## src/design/ldpd_pkg.sv

```systemverilog
`default_nettype none
// ----------------------------------------------------------------------------
// ldpd_pkg
// shared types, sizes and microcode program of the least-loaded dispatcher
// ----------------------------------------------------------------------------
package ldpd_pkg;

   localparam int MAX_SERVERS  = 16;
   localparam int LOAD_WIDTH   = 16;
   localparam int REG_W        = 5;
   localparam int ID_W         = 4;
   localparam int IDX_W        = $clog2(MAX_SERVERS);
   localparam int CNT_W        = REG_W;
   localparam int REQ_TDATA_W  = 8;
   localparam int RSP_TDATA_W  = 8;
   localparam logic [REG_W-1:0] ACTIVE_RESET = REG_W'(16);

   typedef enum logic [1:0] {
      STEP_WAIT   = 2'd0,
      STEP_INIT   = 2'd1,
      STEP_SCAN   = 2'd2,
      STEP_COMMIT = 2'd3
   } step_type;

   typedef enum logic [2:0] {
      COND_NEVER    = 3'd0,
      COND_NO_REQ   = 3'd1,
      COND_LAST     = 3'd2,
      COND_NOT_LAST = 3'd3,
      COND_OUT_BUSY = 3'd4
   } cond_type;

   typedef struct packed {
      logic     accept;
      logic     rd_zero;
      logic     init_best;
      logic     compare;
      logic     commit;
      cond_type cond;
      step_type target;
   } ctrl_type;

   typedef struct packed {
      logic req_valid;
      logic last;
      logic out_busy;
   } status_type;

   // microcode program: taken jump goes to target, otherwise next step
   function automatic ctrl_type ucode(input step_type step);
      ctrl_type w;
      w = '{accept: 1'b0, rd_zero: 1'b0, init_best: 1'b0, compare: 1'b0,
            commit: 1'b0, cond: COND_NEVER, target: STEP_WAIT};
      unique case (step)
         STEP_WAIT: begin
            w.accept  = 1'b1;
            w.rd_zero = 1'b1;
            w.cond    = COND_NO_REQ;
            w.target  = STEP_WAIT;
         end
         STEP_INIT: begin
            w.init_best = 1'b1;
            w.cond      = COND_LAST;
            w.target    = STEP_COMMIT;
         end
         STEP_SCAN: begin
            w.compare = 1'b1;
            w.cond    = COND_NOT_LAST;
            w.target  = STEP_SCAN;
         end
         STEP_COMMIT: begin
            w.commit = 1'b1;
            w.cond   = COND_OUT_BUSY;
            w.target = STEP_COMMIT;
         end
         default: begin
            w.cond = COND_NEVER;
         end
      endcase
      return w;
   endfunction

endpackage
`default_nettype wire

```

## src/design/ldpd_sequencer.sv

```systemverilog
`default_nettype none
// ----------------------------------------------------------------------------
// ldpd_sequencer
// step counter with conditional jumps over the microcode program
// ----------------------------------------------------------------------------
module ldpd_sequencer (
   input  wire                   clock,
   input  wire                   reset,
   input  ldpd_pkg::status_type  status,
   output ldpd_pkg::ctrl_type    ctrl,
   output ldpd_pkg::step_type    step
);
   import ldpd_pkg::*;

   step_type step_ff;
   step_type step_in;
   logic     taken;

   always_ff @(posedge clock) begin
      if (reset) begin
         step_ff <= STEP_WAIT;
      end else begin
         step_ff <= step_in;
      end
   end

   always_comb begin
      ctrl = ucode(step_ff);
      unique case (ctrl.cond)
         COND_NEVER:    taken = 1'b0;
         COND_NO_REQ:   taken = !status.req_valid;
         COND_LAST:     taken = status.last;
         COND_NOT_LAST: taken = !status.last;
         COND_OUT_BUSY: taken = status.out_busy;
         default:       taken = 1'b0;
      endcase
      if (taken) begin
         step_in = ctrl.target;
      end else begin
         step_in = step_type'(step_ff + 2'd1);
      end
   end

   assign step = step_ff;

endmodule
`default_nettype wire

```

## src/design/ldpd_datapath.sv

```systemverilog
`default_nettype none
// ----------------------------------------------------------------------------
// ldpd_datapath
// load memory, scan counter, comparator and result register
// ----------------------------------------------------------------------------
module ldpd_datapath (
   input  wire                               clock,
   input  wire                               reset,
   input  ldpd_pkg::ctrl_type                ctrl,
   input  wire                               req_fire,
   input  wire  [ldpd_pkg::REG_W-1:0]        req_count,
   input  wire                               rsp_ready,
   input  wire                               csr_wr_en,
   input  wire  [ldpd_pkg::REG_W-1:0]        csr_wr_data,
   output ldpd_pkg::status_type              status,
   output logic                              rsp_valid,
   output logic [ldpd_pkg::ID_W-1:0]         rsp_id
);
   import ldpd_pkg::*;

   logic [LOAD_WIDTH-1:0]  load_mem [MAX_SERVERS];
   logic [MAX_SERVERS-1:0] load_valid_ff;
   logic [LOAD_WIDTH-1:0]  rd_load_ff;
   logic [IDX_W-1:0]       rd_addr;
   logic [REG_W-1:0]       active_ff;
   logic [CNT_W-1:0]       limit_ff;
   logic [CNT_W-1:0]       cnt_ff;
   logic [CNT_W-1:0]       cnt_in;
   logic [CNT_W-1:0]       cnt_next;
   logic [IDX_W-1:0]       best_ff;
   logic [LOAD_WIDTH-1:0]  best_load_ff;
   logic [REG_W-1:0]       eff_active;
   logic [CNT_W-1:0]       clamped;
   logic                   rsp_valid_ff;
   logic [ID_W-1:0]        rsp_id_ff;
   logic                   out_busy;
   logic                   do_write;
   logic [LOAD_WIDTH-1:0]  new_load;

   // config register
   always_ff @(posedge clock) begin
      if (reset) begin
         active_ff <= ACTIVE_RESET;
      end else if (csr_wr_en) begin
         active_ff <= csr_wr_data;
      end
   end

   // effective range of eligible servers
   always_comb begin
      eff_active = active_ff;
      if (active_ff == '0) begin
         eff_active = REG_W'(1);
      end else if (MAX_SERVERS < (1 << REG_W) && active_ff > REG_W'(MAX_SERVERS)) begin
         eff_active = REG_W'(MAX_SERVERS);
      end
      if (req_count > eff_active) begin
         clamped = CNT_W'(eff_active);
      end else begin
         clamped = CNT_W'(req_count);
      end
   end

   assign cnt_next = cnt_ff + CNT_W'(1);
   assign rd_addr  = ctrl.rd_zero ? '0 : IDX_W'(cnt_next);
   assign out_busy = rsp_valid_ff && !rsp_ready;
   assign do_write = ctrl.commit && !out_busy;
   assign new_load = (best_load_ff == '1) ? best_load_ff : best_load_ff + LOAD_WIDTH'(1);

   always_comb begin
      cnt_in = cnt_ff;
      if (req_fire) begin
         cnt_in = '0;
      end else if (ctrl.init_best || ctrl.compare) begin
         cnt_in = cnt_next;
      end
   end

   // scan state
   always_ff @(posedge clock) begin
      if (reset) begin
         cnt_ff <= '0;
      end else begin
         cnt_ff <= cnt_in;
      end
   end

   always_ff @(posedge clock) begin
      if (req_fire) begin
         limit_ff <= clamped;
      end
      if (ctrl.init_best) begin
         best_ff      <= '0;
         best_load_ff <= rd_load_ff;
      end else if (ctrl.compare && rd_load_ff < best_load_ff) begin
         best_ff      <= IDX_W'(cnt_ff);
         best_load_ff <= rd_load_ff;
      end
   end

   // load memory, unwritten entries read as zero
   always_ff @(posedge clock) begin
      if (do_write) begin
         load_mem[best_ff] <= new_load;
      end
      rd_load_ff <= load_valid_ff[rd_addr] ? load_mem[rd_addr] : '0;
   end

   always_ff @(posedge clock) begin
      if (reset) begin
         load_valid_ff <= '0;
      end else if (do_write) begin
         load_valid_ff[best_ff] <= 1'b1;
      end
   end

   // result register
   always_ff @(posedge clock) begin
      if (reset) begin
         rsp_valid_ff <= 1'b0;
      end else if (do_write) begin
         rsp_valid_ff <= 1'b1;
      end else if (rsp_ready) begin
         rsp_valid_ff <= 1'b0;
      end
   end

   always_ff @(posedge clock) begin
      if (do_write) begin
         rsp_id_ff <= ID_W'(best_ff);
      end
   end

   assign status.req_valid = 1'b0;
   assign status.last      = (cnt_next >= limit_ff);
   assign status.out_busy  = out_busy;
   assign rsp_valid        = rsp_valid_ff;
   assign rsp_id           = rsp_id_ff;

endmodule
`default_nettype wire

```

## src/design/least_loaded_prefix_dispatcher_core.sv

```systemverilog
`default_nettype none
// ----------------------------------------------------------------------------
// least_loaded_prefix_dispatcher_core
// assigns each request to the least-loaded server in an eligible prefix
// ----------------------------------------------------------------------------
// Each request word carries an eligible count; the block picks the server with
// the smallest load among servers 0 to count-1 (clamped to the active server
// count, zero treated as one), lower index on ties, returns its index and bumps
// its saturating load counter. A request runs init, any scan steps and commit:
// one comparator walks the load memory one counter per cycle through its
// single registered read port, under a four-step microprogram. The next
// request is taken while a result still waits in the output register.
module least_loaded_prefix_dispatcher_core (
   input  wire                                   clock,
   input  wire                                   reset,
   input  wire                                   req_tvalid,
   output logic                                  req_tready,
   input  wire  [ldpd_pkg::REQ_TDATA_W-1:0]      req_tdata,   // [4:0] eligible_count
   output logic                                  rsp_tvalid,
   input  wire                                   rsp_tready,
   output logic [ldpd_pkg::RSP_TDATA_W-1:0]      rsp_tdata,   // [3:0] srv_index
   input  wire                                   csr_wr_en,
   input  wire  [ldpd_pkg::REG_W-1:0]            csr_wr_data  // active_servers
);
   import ldpd_pkg::*;

   ctrl_type   ctrl;
   step_type   step;
   status_type dp_status;
   status_type seq_status;
   logic       req_fire;
   logic [ID_W-1:0] rsp_id;

   assign req_tready = ctrl.accept && !reset;
   assign req_fire   = req_tvalid && req_tready;

   always_comb begin
      seq_status           = dp_status;
      seq_status.req_valid = req_tvalid;
   end

   ldpd_sequencer u_seq (
      .clock  (clock),
      .reset  (reset),
      .status (seq_status),
      .ctrl   (ctrl),
      .step   (step)
   );

   ldpd_datapath u_dp (
      .clock       (clock),
      .reset       (reset),
      .ctrl        (ctrl),
      .req_fire    (req_fire),
      .req_count   (req_tdata[REG_W-1:0]),
      .rsp_ready   (rsp_tready),
      .csr_wr_en   (csr_wr_en),
      .csr_wr_data (csr_wr_data),
      .status      (dp_status),
      .rsp_valid   (rsp_tvalid),
      .rsp_id      (rsp_id)
   );

   assign rsp_tdata = {{(RSP_TDATA_W-ID_W){1'b0}}, rsp_id};

   // accepted request always starts the scan
   a_fire_init: assert property (@(posedge clock) disable iff (reset)
      req_fire |=> step == STEP_INIT)
      else $error("scan did not start after request");

   // a new result comes only out of the commit step
   a_rsp_commit: assert property (@(posedge clock) disable iff (reset)
      $rose(rsp_tvalid) |-> $past(step == STEP_COMMIT))
      else $error("result raised outside commit step");

   // requests are taken only in the wait step
   a_ready_wait: assert property (@(posedge clock) disable iff (reset)
      req_tready |-> step == STEP_WAIT)
      else $error("ready outside wait step");

endmodule
`default_nettype wire
```

## config.mk

```make
export PLATFORM = sky130hd
export DESIGN_NAME = least_loaded_prefix_dispatcher_core
export DESIGN_NICKNAME = d
export VERILOG_FILES = /design/src/design/ldpd_pkg.sv /design/src/design/ldpd_sequencer.sv /design/src/design/ldpd_datapath.sv /design/src/design/least_loaded_prefix_dispatcher_core.sv
export SDC_FILE = /design/constraint.sdc
export NUM_CORES = 1
export LEC_CHECK = 0
export BUFFER_PORTS_ARGS = -buffer_cell sky130_fd_sc_hd__buf_2
export CAP_MARGIN = 30
export CORE_MARGIN = 4
export CORE_UTILIZATION = 44
export CTS_BUF_LIST = sky130_fd_sc_hd__clkbuf_2 sky130_fd_sc_hd__clkbuf_4 sky130_fd_sc_hd__clkbuf_8
export DETAILED_ROUTE_END_ITERATION = 10
export PLACE_DENSITY_LB_ADDON = 0.15
export SLEW_MARGIN = 20
export SYNTH_ARGS = -nofsm -noshare
export SYNTH_HDL_FRONTEND = slang
export SYNTH_SLANG_ARGS = --single-unit
```

## constraint.sdc

```tcl
create_clock -name clock -period 3 [get_ports clock]
set_input_delay 0.9 -clock clock [delete_from_list [all_inputs] [get_ports clock]]
set_output_delay 0.9 -clock clock [all_outputs]
set_load 0.05 [all_outputs]
```

After elaboration in Yosys (flattened, before gate mapping)
Memories as Yosys holds them, arrays and structs flattened. A register that Yosys moved wholly into a read port is not among the register bits.
Cells that the tools add are included.
- flip-flop bits (word level): 58
- memory bits (writable): 256
- input port bits: 18
- output and inout port bits: 10
- memories kept: 1
- add/subtract/negate cells: 3
- magnitude comparators: 7
- equality and inequality tests: 8
- muxes and demuxes: 22
- bitwise operators: 1
- reductions and logical operators: 18
- memory list (name ; words ; width ; rd ports ; clocked after memory_dff ; write ports ; RTL line ; source):
    u_dp.load_mem ; 16 ; 16 ; 1 ; 1 ; 1 ; ldpd_datapath.sv:21 ; logic [LOAD_WIDTH-1:0] load_mem [MAX_SERVERS];
- operators with widths (operator ; count):
    16-bit 2-to-1 mux ; 3
    5-bit case mux with 4 select lines ; 1
    16-bit by 1-bit adder with 16-bit output, second input constant ; 1
    16-bit == test, second input constant ; 1
    16-bit < comparator ; 1
    16-bit OR ; 1
    5-bit 2-to-1 mux ; 3
    4-bit by 5-bit < comparator with 1-bit output, second input constant ; 2
    1-bit 2-to-1 mux ; 9
    3-bit by 2-bit == test with 1-bit output, second input constant ; 2
    1-bit logical AND ; 6
    1-bit zero test ; 6
    5-bit by 1-bit adder with 5-bit output, second input constant ; 1
    5-bit >= comparator ; 1
    5-bit greater-than comparator ; 1
    5-bit greater-than comparator, second input constant ; 1
    5-bit zero test ; 1
    1-bit binary-select mux with 4-bit select ; 1
    1-bit demux with 4-bit select ; 1
    2-bit == test, second input constant ; 2
    4-bit by 1-bit >= comparator with 1-bit output, second input constant ; 1
    2-bit 2-to-1 mux ; 2
    4-bit 2-to-1 mux ; 1
    1-bit case mux with 4 select lines ; 1
    8 further kinds ; 9

Longest topological paths before layout
Gate-level depths: netlist of run 1.
- word-level depth: 6
- gate-level depth with buffers: 10

Cells and area by module
From an unflattened synthesis of run 1, not the netlist that was laid out.
- cell total of the unflattened synthesis: 950
- area total of the unflattened synthesis: 13673.1 um2
- by module, submodules not included (module ; times used ; cells each ; area each (um2)):
    ldpd_datapath ; 1 ; 917 ; 13362.8
    ldpd_sequencer ; 1 ; 26 ; 261.5
    least_loaded_prefix_dispatcher_core ; 1 ; 7 ; 48.8

Worst setup path before layout of run 1
OpenSTA, ideal clock, no wires.
- path kind: input to register
- from: input port rsp_tready
- to: memory u_dp.load_mem[0][0], enable pin
- library setup time: 412 ps
- data arrival time: 2678 ps
- data required time: 2588 ps
- slack: -89 ps
- cell stages on the path: 4
- path buffers: 0
- cell sequence: nand2b_1 nand2_1 or3_1 nor3_1
- longest elaborated chain between the ends: 6
- RTL lines (item ; RTL line ; source):
    start: declaration ; least_loaded_prefix_dispatcher_core.sv:20 ; input wire rsp_tready,
    1-bit zero test ; ldpd_datapath.sv:66 ; assign out_busy = rsp_valid_ff && !rsp_ready;
    1-bit logical AND ; ldpd_datapath.sv:66 ;
    1-bit zero test ; ldpd_datapath.sv:67 ; assign do_write = ctrl.commit && !out_busy;
    1-bit logical AND ; ldpd_datapath.sv:67 ;
    1-bit 2-to-1 mux ; ldpd_datapath.sv:103 ; if (do_write) begin
    1-bit 2-to-1 mux (not written as such) ; ldpd_datapath.sv:104 ; load_mem[best_ff] <= new_load;
    end: declaration ; ldpd_datapath.sv:21 ;
Every way passes these cells.

Worst setup path after layout of run 1
- from: register u_seq.step_ff[0] (netlist: u_seq.step[0])
- to: output port req_tready
- longest elaborated chain between the ends: 3
- RTL lines (item ; RTL line ; source):
    start: declaration ; ldpd_sequencer.sv:15 ; step_type step_ff;
    start signal: assignment ; ldpd_sequencer.sv:23 ; step_ff <= step_in;
    2-bit zero test ; ldpd_pkg.sv:54 ; unique case (step)
    2-bit 2-to-1 mux ; ldpd_pkg.sv:54 ;
    1-bit logical AND ; least_loaded_prefix_dispatcher_core.sv:34 ; assign req_tready = ctrl.accept && !reset;
    end: declaration ; least_loaded_prefix_dispatcher_core.sv:17 ; output logic req_tready,
Every way passes these cells.

==> results of run 1 <==
cell type report:
class / count / area, um^2 / area share (%)
well taps: 402 / 503 / 3.15
flip-flops and latches: 330 / 9420 / 59.0
inverters: 34 / 128 / 0.799
repair buffers: 77 / 583 / 3.65
clock buffers: 81 / 977 / 6.12
clock inverters: 14 / 141 / 0.885
multi-input cells: 604 / 4210 / 26.4
repair_timing:
item,CTS,global route
resized for setup,1,1
endpoints found under the setup margin,1,1
cloned,0,0
sequential cells by signal, indices dropped and copies added (netlist names):
signal	count
u_dp.rsp_id	4
u_dp.load_valid_ff	16
u_dp.best_load_ff	16
u_dp.load_mem	256
u_dp.active_ff	5
u_dp.best_ff	4
u_dp.limit_ff	5
u_dp.rd_load_ff	16
u_dp.rsp_valid	1
u_dp.cnt_ff	5
u_seq.step	2
final timing paths:
kind                            from                   end  slack (ns)
hold / removal    u_dp.rd_load_ff[4]  u_dp.best_load_ff[4]        0.44
setup reg to reg      u_dp.cnt_ff[1]    u_dp.rd_load_ff[7]        0.32
setup / recovery       u_seq.step[0]            req_tready        0.18
hold reg to reg   u_dp.rd_load_ff[4]  u_dp.best_load_ff[4]        0.44
cells in the final DEF, fill, tap and decap left out, types with 4 or more instances in the layout:
master    synthesis  routed
xnor2_1          12       9
clkbuf_8          0      59
nor3_1           12       8
buf_2            18      23
o22ai_1          28      28
conb_1            1       4
a221o_1          15      15
nor2_2            0      12
o22ai_2          10      10
mux2i_1          44      44
o21ai_0           9       9
a22oi_1           4       4
a211oi_1         31      31
nand2b_1         12      12
nor2_1           49      37
a311oi_1         15      15
buf_12            0       5
a21oi_1          41      41
o21a_1           14      14
edfxtp_1        281     281
clkbuf_4          0      22
a32oi_1          15      15
nand2_1         128     128
dfxtp_1          49      48
mux2_2            5       5
inv_1            33      33
buf_4            12      49
nand3_1          12      12
nand4_1          11      11
clkinv_1          0       7
ha_1             33      32
nor2b_1          37      37
a31oi_1          20      19
per-layer routing:
metal / routed length (um) / vias up / part of all wire, %
met3: 1770 / 48 / 5.2
met2: 16500 / 219 / 48
li1: - / 4046 / -
met1: 15200 / 4268 / 45
met4: 567 / 0 / 1.7
met5: 0 / - / 0
logic make-up (layout without fill, tap and decap cells):
kind of cell               Yosys count  count (layout)  synth area share, %
xor gates and xnor gates            16              16                 1.05
muxes                               54              54                 4.22
other                                1               4               0.0268
buffers and inverters               99             206                 3.46
and+or+nand+nor                    282             282                 9.41
DFF                                330             330                 67.3
AOI/OAI and AO/OA                  215             215                 11.6
adders and majority gates           33              33                 2.95
critical path: cells and delay by family, from the launching register on:
kind,cells,cell delay (ns)
adder cells (fa/ha/maj),1,0.25
buffers and inverters,3,0.61
flip-flops,1,0.34
AND/OR/NAND/NOR,1,0.15
where the power goes:
part           leakage [nW]  switching [mW]  internal (mW)
Combinational          1.94            3.05           1.52
Sequential             2.95           0.253           5.90
Clock                 0.587            1.71           2.32
Total                  5.48            5.01           9.75
through the flow:
step	instance area [um^2]	hold WS, ns	total power [mW]
after floorplan	14000	0.400	9.27
after global placement	14800	0.439	10.7
after detailed placement	14800	0.433	10.8
after CTS	15900	0.448	14.8
after global routing	16000	0.455	15.6
final	16000	0.443	14.8
==> metrics.txt, run 1 <==
register area share after synthesis=67.3%; IO Port Bufs=20; DRT iter0 DRCs=620; min Tclk post-route=2.82 ns; via count of the routed design=8,581; total gr overflow=0; CP Capture Type=primary output; synthesized flop and latch total=330; Total GRT Usage=19.4%; Slew headroom=42.5%; vias in the first global route=8,619; Pwr Density=924 mW/mm^2; max_cap viols=0; crit path max fanout=10; critical path data arrival time=1.92 ns; DR WL/cell=22.1 um; total CTS buffers=53; Worst Tran Pin Value=0.859 ns; number of flops mapped to enable cells by yosys=281; Cells after Synth=1,030; pre-CTS WS=0.352 ns; skew final=0.0306 ns; DRC violations left=0; Startpoint Class=flop; period utilization=93.9%; highest clock rate=355 MHz; Ys Warns=0; clock sinks=330; synth unique cells=60; Initial Util=44.5%; dpl cells=1,447; top-count cell post-synth=edfxtp_1; worst skew pair latency=0.58 ns; Final Hold Vio Count=0; GRT Max-Usage Layer=met2; crit path max-delay cell type=dfxtp_1; WP data required=2.10 ns; Core ar.=0.0315 mm^2; fillers=2,745; met1 usage=26.4%; initial antenna violation count=0; worst-case clock buffer depth=3; die area=0.0347 mm^2; first-pass GRT wire length=52,100 um; critical path class=flop to primary output; Non-Filler Instances=1,542; Post-Route Utilization=50.7%; predominant post-synthesis flop cell=edfxtp_1; Setup TNS=0 ns; Routed WL=34,000 um; hold-fix buffers at CTS=0; Die X=186 um; hpwl dp=19,400 um; Final setup viols=0; reg2reg path depth=8; vias per cell=5.56; Final ANT Viol Nets=0; crit-path max cell delay=0.34 ns; layout cells sized above 1=19.2%; setup bufs post-CTS=0; final max-slew violation count=0; Clock Pin Slew Worst Setup and Hold Paths=0.06 ns; Hold Crit Class=flop to flop; CTS tree=done; Layout area overhead=14.1%; CTS root buf=clkbuf_8; ranking of synthesized cells by area=edfxtp_1, dfxtp_1, nand2_1; crit-path cells=inv_1 -> ha_4 -> inv_2 -> nor2_1 -> buf_2; Routability Congestion=0.793; Async S/R FF share, synth=0%; Die Span Y=186 um; Lkg Pwr=5.48 nW; top cells by count, synth=edfxtp_1, nand2_1, dfxtp_1, nor2_1, mux2i_1; final worst slack=0.182 ns; RSZ-0062 raised after global routing=false; maximum vdd drop=0.000623 V; nets=1,151; Hold Path Cell Cnt=0; Mean Syn Cell Area=13.6 um^2; Yosys top cell area share=60.3%; Inserted Diodes=0; H-tree depth=2; Std-Cell Rows=65; Boundary Pins=28; Mapped Area=0.0140 mm^2; met2 Use GR=33.0%; first drt pass iteration count=4; Yosys top cell by area=edfxtp_1; largest net degree at the start of global routing=96; status=finished, final reports clean; M3 GR Usage=3.20%
Power figures use the tool's default switching activity.
==> run 2, diff against run 1 <==
--- a/config.mk
+++ b/config.mk
@@ -5,6 +5,7 @@
 export SDC_FILE = /design/constraint.sdc
 export NUM_CORES = 1
 export LEC_CHECK = 0
+export ABC_AREA = 1
 export BUFFER_PORTS_ARGS = -buffer_cell sky130_fd_sc_hd__buf_2
 export CAP_MARGIN = 30
 export CORE_MARGIN = 4
==> constraint.sdc (replaced) <==
create_clock -name clock -period 3.2 [get_ports clock]
set_input_delay 0.96 -clock clock [delete_from_list [all_inputs] [get_ports clock]]
set_output_delay 0.96 -clock clock [all_outputs]
set_load 0.05 [all_outputs]
==> metrics.txt, run 2 <==
WP depth=5; Total GRT Usage=19.3%; Reg with most FFs=u_dp.load_mem; Routed WL=33,500 um; synthesized flop and latch total=330; Final ANT Viol Nets=0; RSZ-0062 raised after global routing=false; CTS tree=done; top-count cell post-synth=edfxtp_1; setup bufs post-CTS=0; layout cells sized above 1=15.3%; die area=0.0348 mm^2; WP data required=2.24 ns; hpwl dp=19,300 um; Die Span Y=187 um; Cells after Synth=1,242; CTS root buf=clkbuf_8; CP Capture Type=primary output; crit path max fanout=4; worst path bufs/invs=3; critical path data arrival time=1.92 ns; crit path max-delay cell type=ha_1; Initial Util=44.6%; Mean Syn Cell Area=11.3 um^2; DRC violations left=0; Lkg Pwr=5.98 nW; maximum vdd drop=0.000589 V; H-tree depth=2; Slew headroom=53.7%; Int Power=9.03 mW; hold path start=u_dp.rd_load_ff[0]; DR WL/cell=19.1 um; nets=1,357; via count of the routed design=9,239; register area share after synthesis=67.1%; CP Launch Point=u_seq.step[0]; Std-Cell Rows=65; fillers=2,842; IO Port Bufs=20; crit-path cells=inv_1 -> ha_1 -> inv_2 -> nor2_1 -> buf_2; Worst Tran Pin Value=0.694 ns; most common cell after layout, fill and taps aside=edfxtp_1; Pwr Density=896 mW/mm^2; status=finished, final reports clean; Clock Pin Slew Worst Setup and Hold Paths=0.06 ns; top cells by count, synth=edfxtp_1, nor2_1, nand2_1; Yosys top cell by area=edfxtp_1; crit-path leading delay family=buffers and inverters; worst-case clock buffer depth=3; predominant post-synthesis flop cell=edfxtp_1; total CTS buffers=54; Yosys top cell area share=60.1%; Switching Share=36.3%; Setup TNS=0 ns; Design Power=14.2 mW; Async S/R FF share, synth=0%; met2 Use GR=32.2%; total gr overflow=0; min Tclk post-route=2.88 ns; worst skew pair latency=0.59 ns; M3 GR Usage=3.11%; critical path class=flop to primary output; Hold Path Cell Cnt=0; Hold Crit Class=flop to flop; commonest non-fill, non-tap cells in the layout=edfxtp_1, nor2_1, nand2_1; reg2reg path depth=7; largest net degree at the start of global routing=90; max_cap viols=0; final max-slew violation count=0; Core ar.=0.0315 mm^2; Boundary Pins=28; period utilization=89.9%; Final setup viols=0; DRT iter0 DRCs=606; Comb power frac=33.0%; synth unique cells=38; vias in the first global route=9,250; ranking of synthesized cells by area=edfxtp_1, dfxtp_1, nor2_1; met1 usage=25.8%; # resized after CTS=0; Ys Warns=0; Largest register FFs=256; vias per cell=5.28; RR Startpoint=u_dp.best_load_ff[0]; Mapped Area=0.0140 mm^2; clock sinks=330; proportion of power drawn by the clock network=25.7%; initial antenna violation count=0; Seq pwr share=41.3%; highest clock rate=348 MHz; Inserted Diodes=0; number of flops mapped to enable cells by yosys=281; crit-path max cell delay=0.37 ns; first drt pass iteration count=5; skew final=0.0241 ns; hold-fix buffers at CTS=0; Routability Congestion=0.793; Startpoint Class=flop; GRT Max-Usage Layer=met2; net switching power=5.15 mW; Layout area overhead=12.8%; Die X=187 um; first-pass GRT wire length=52,800 um; Final Hold Vio Count=0
## run 2: cell types whose count changed after synthesis, moves of 20 or more
| cell | change |
|---|---|
| nand3_1 | +66 |
| o211ai_1 | +80 |
| a31oi_1 | -20 |
| nor2b_1 | -37 |
| inv_1 | +61 |
| nor2_1 | +183 |
| mux2i_1 | -44 |
| o21ai_0 | +98 |
| o22ai_1 | -28 |
| a211oi_1 | -31 |
## run 2: cell type report
| class | instances | area (um^2) | share of cell area [%] |
|---|---|---|---|
| Clock inverter | 15 | 100 | 0.632 |
| Tap cell | 402 | 503 | 3.18 |
| Timing Repair Buffer | 63 | 485 | 3.07 |
| Clock buffer | 82 | 972 | 6.14 |
| Sequential cell | 330 | 9420 | 59.5 |
| Multi-Input combinational cell | 757 | 3970 | 25.1 |
| Inverter | 100 | 379 | 2.40 |
## run 2: worst paths after layout
path / end / slack [ns]
setup reg to reg: u_dp.load_mem[4][5] / 0.67
hold reg to reg: u_dp.best_load_ff[0] / 0.44
setup / recovery: req_tready / 0.32
hold / removal: u_dp.best_load_ff[0] / 0.44
## run 2: cell families (layout without fill, tap and decap cells)
| group | Yosys count | count (layout) | synth area share [%] |
|---|---|---|---|
| other | 1 | 4 | 0.0267 |
| DFF | 330 | 330 | 67.1 |
| and+or+nand+nor | 478 | 478 | 14.3 |
| AOI/OAI and AO/OA | 232 | 232 | 9.88 |
| xor gates and xnor gates | 10 | 10 | 0.731 |
| buffers and inverters | 158 | 260 | 4.98 |
| adders and majority gates | 33 | 33 | 2.94 |
## run 2: metrics by stage
| stage | cells | hold slack (ns) | setup slack [ns] | area, um^2 | utilization, % |
|---|---|---|---|---|---|
| after floorplan | 1245 | 0.408 | 0.211 | 14000 | - |
| after global placement | 1650 | 0.423 | 0.601 | 14700 | 46.8 |
| after detailed placement | 1651 | 0.429 | 0.604 | 14700 | 46.9 |
| after CTS | 1748 | 0.443 | 0.279 | 15800 | 50.3 |
| after global routing | 1749 | 0.451 | 0.185 | 15800 | 50.3 |
| final | 1749 | 0.441 | 0.323 | 15800 | 50.3 |
## run 2: power groups by stage
stage          sequential, mW  combinational (mW)  clock [mW]
2_1_floorplan            5.91                3.18           0
3_3_place_gp             5.94                4.65           0
3_5_place_dp             5.94                4.74           0
4_1_cts                  5.86                4.75        3.72
5_1_grt                  5.90                5.33        3.92
6_report                 5.85                4.68        3.64
## run 2: metal layers
metal	vias to the layer above	routed length, um
met5	-	0
met4	0	999
met3	65	1930
met2	271	15700
met1	4420	14800
li1	4483	-
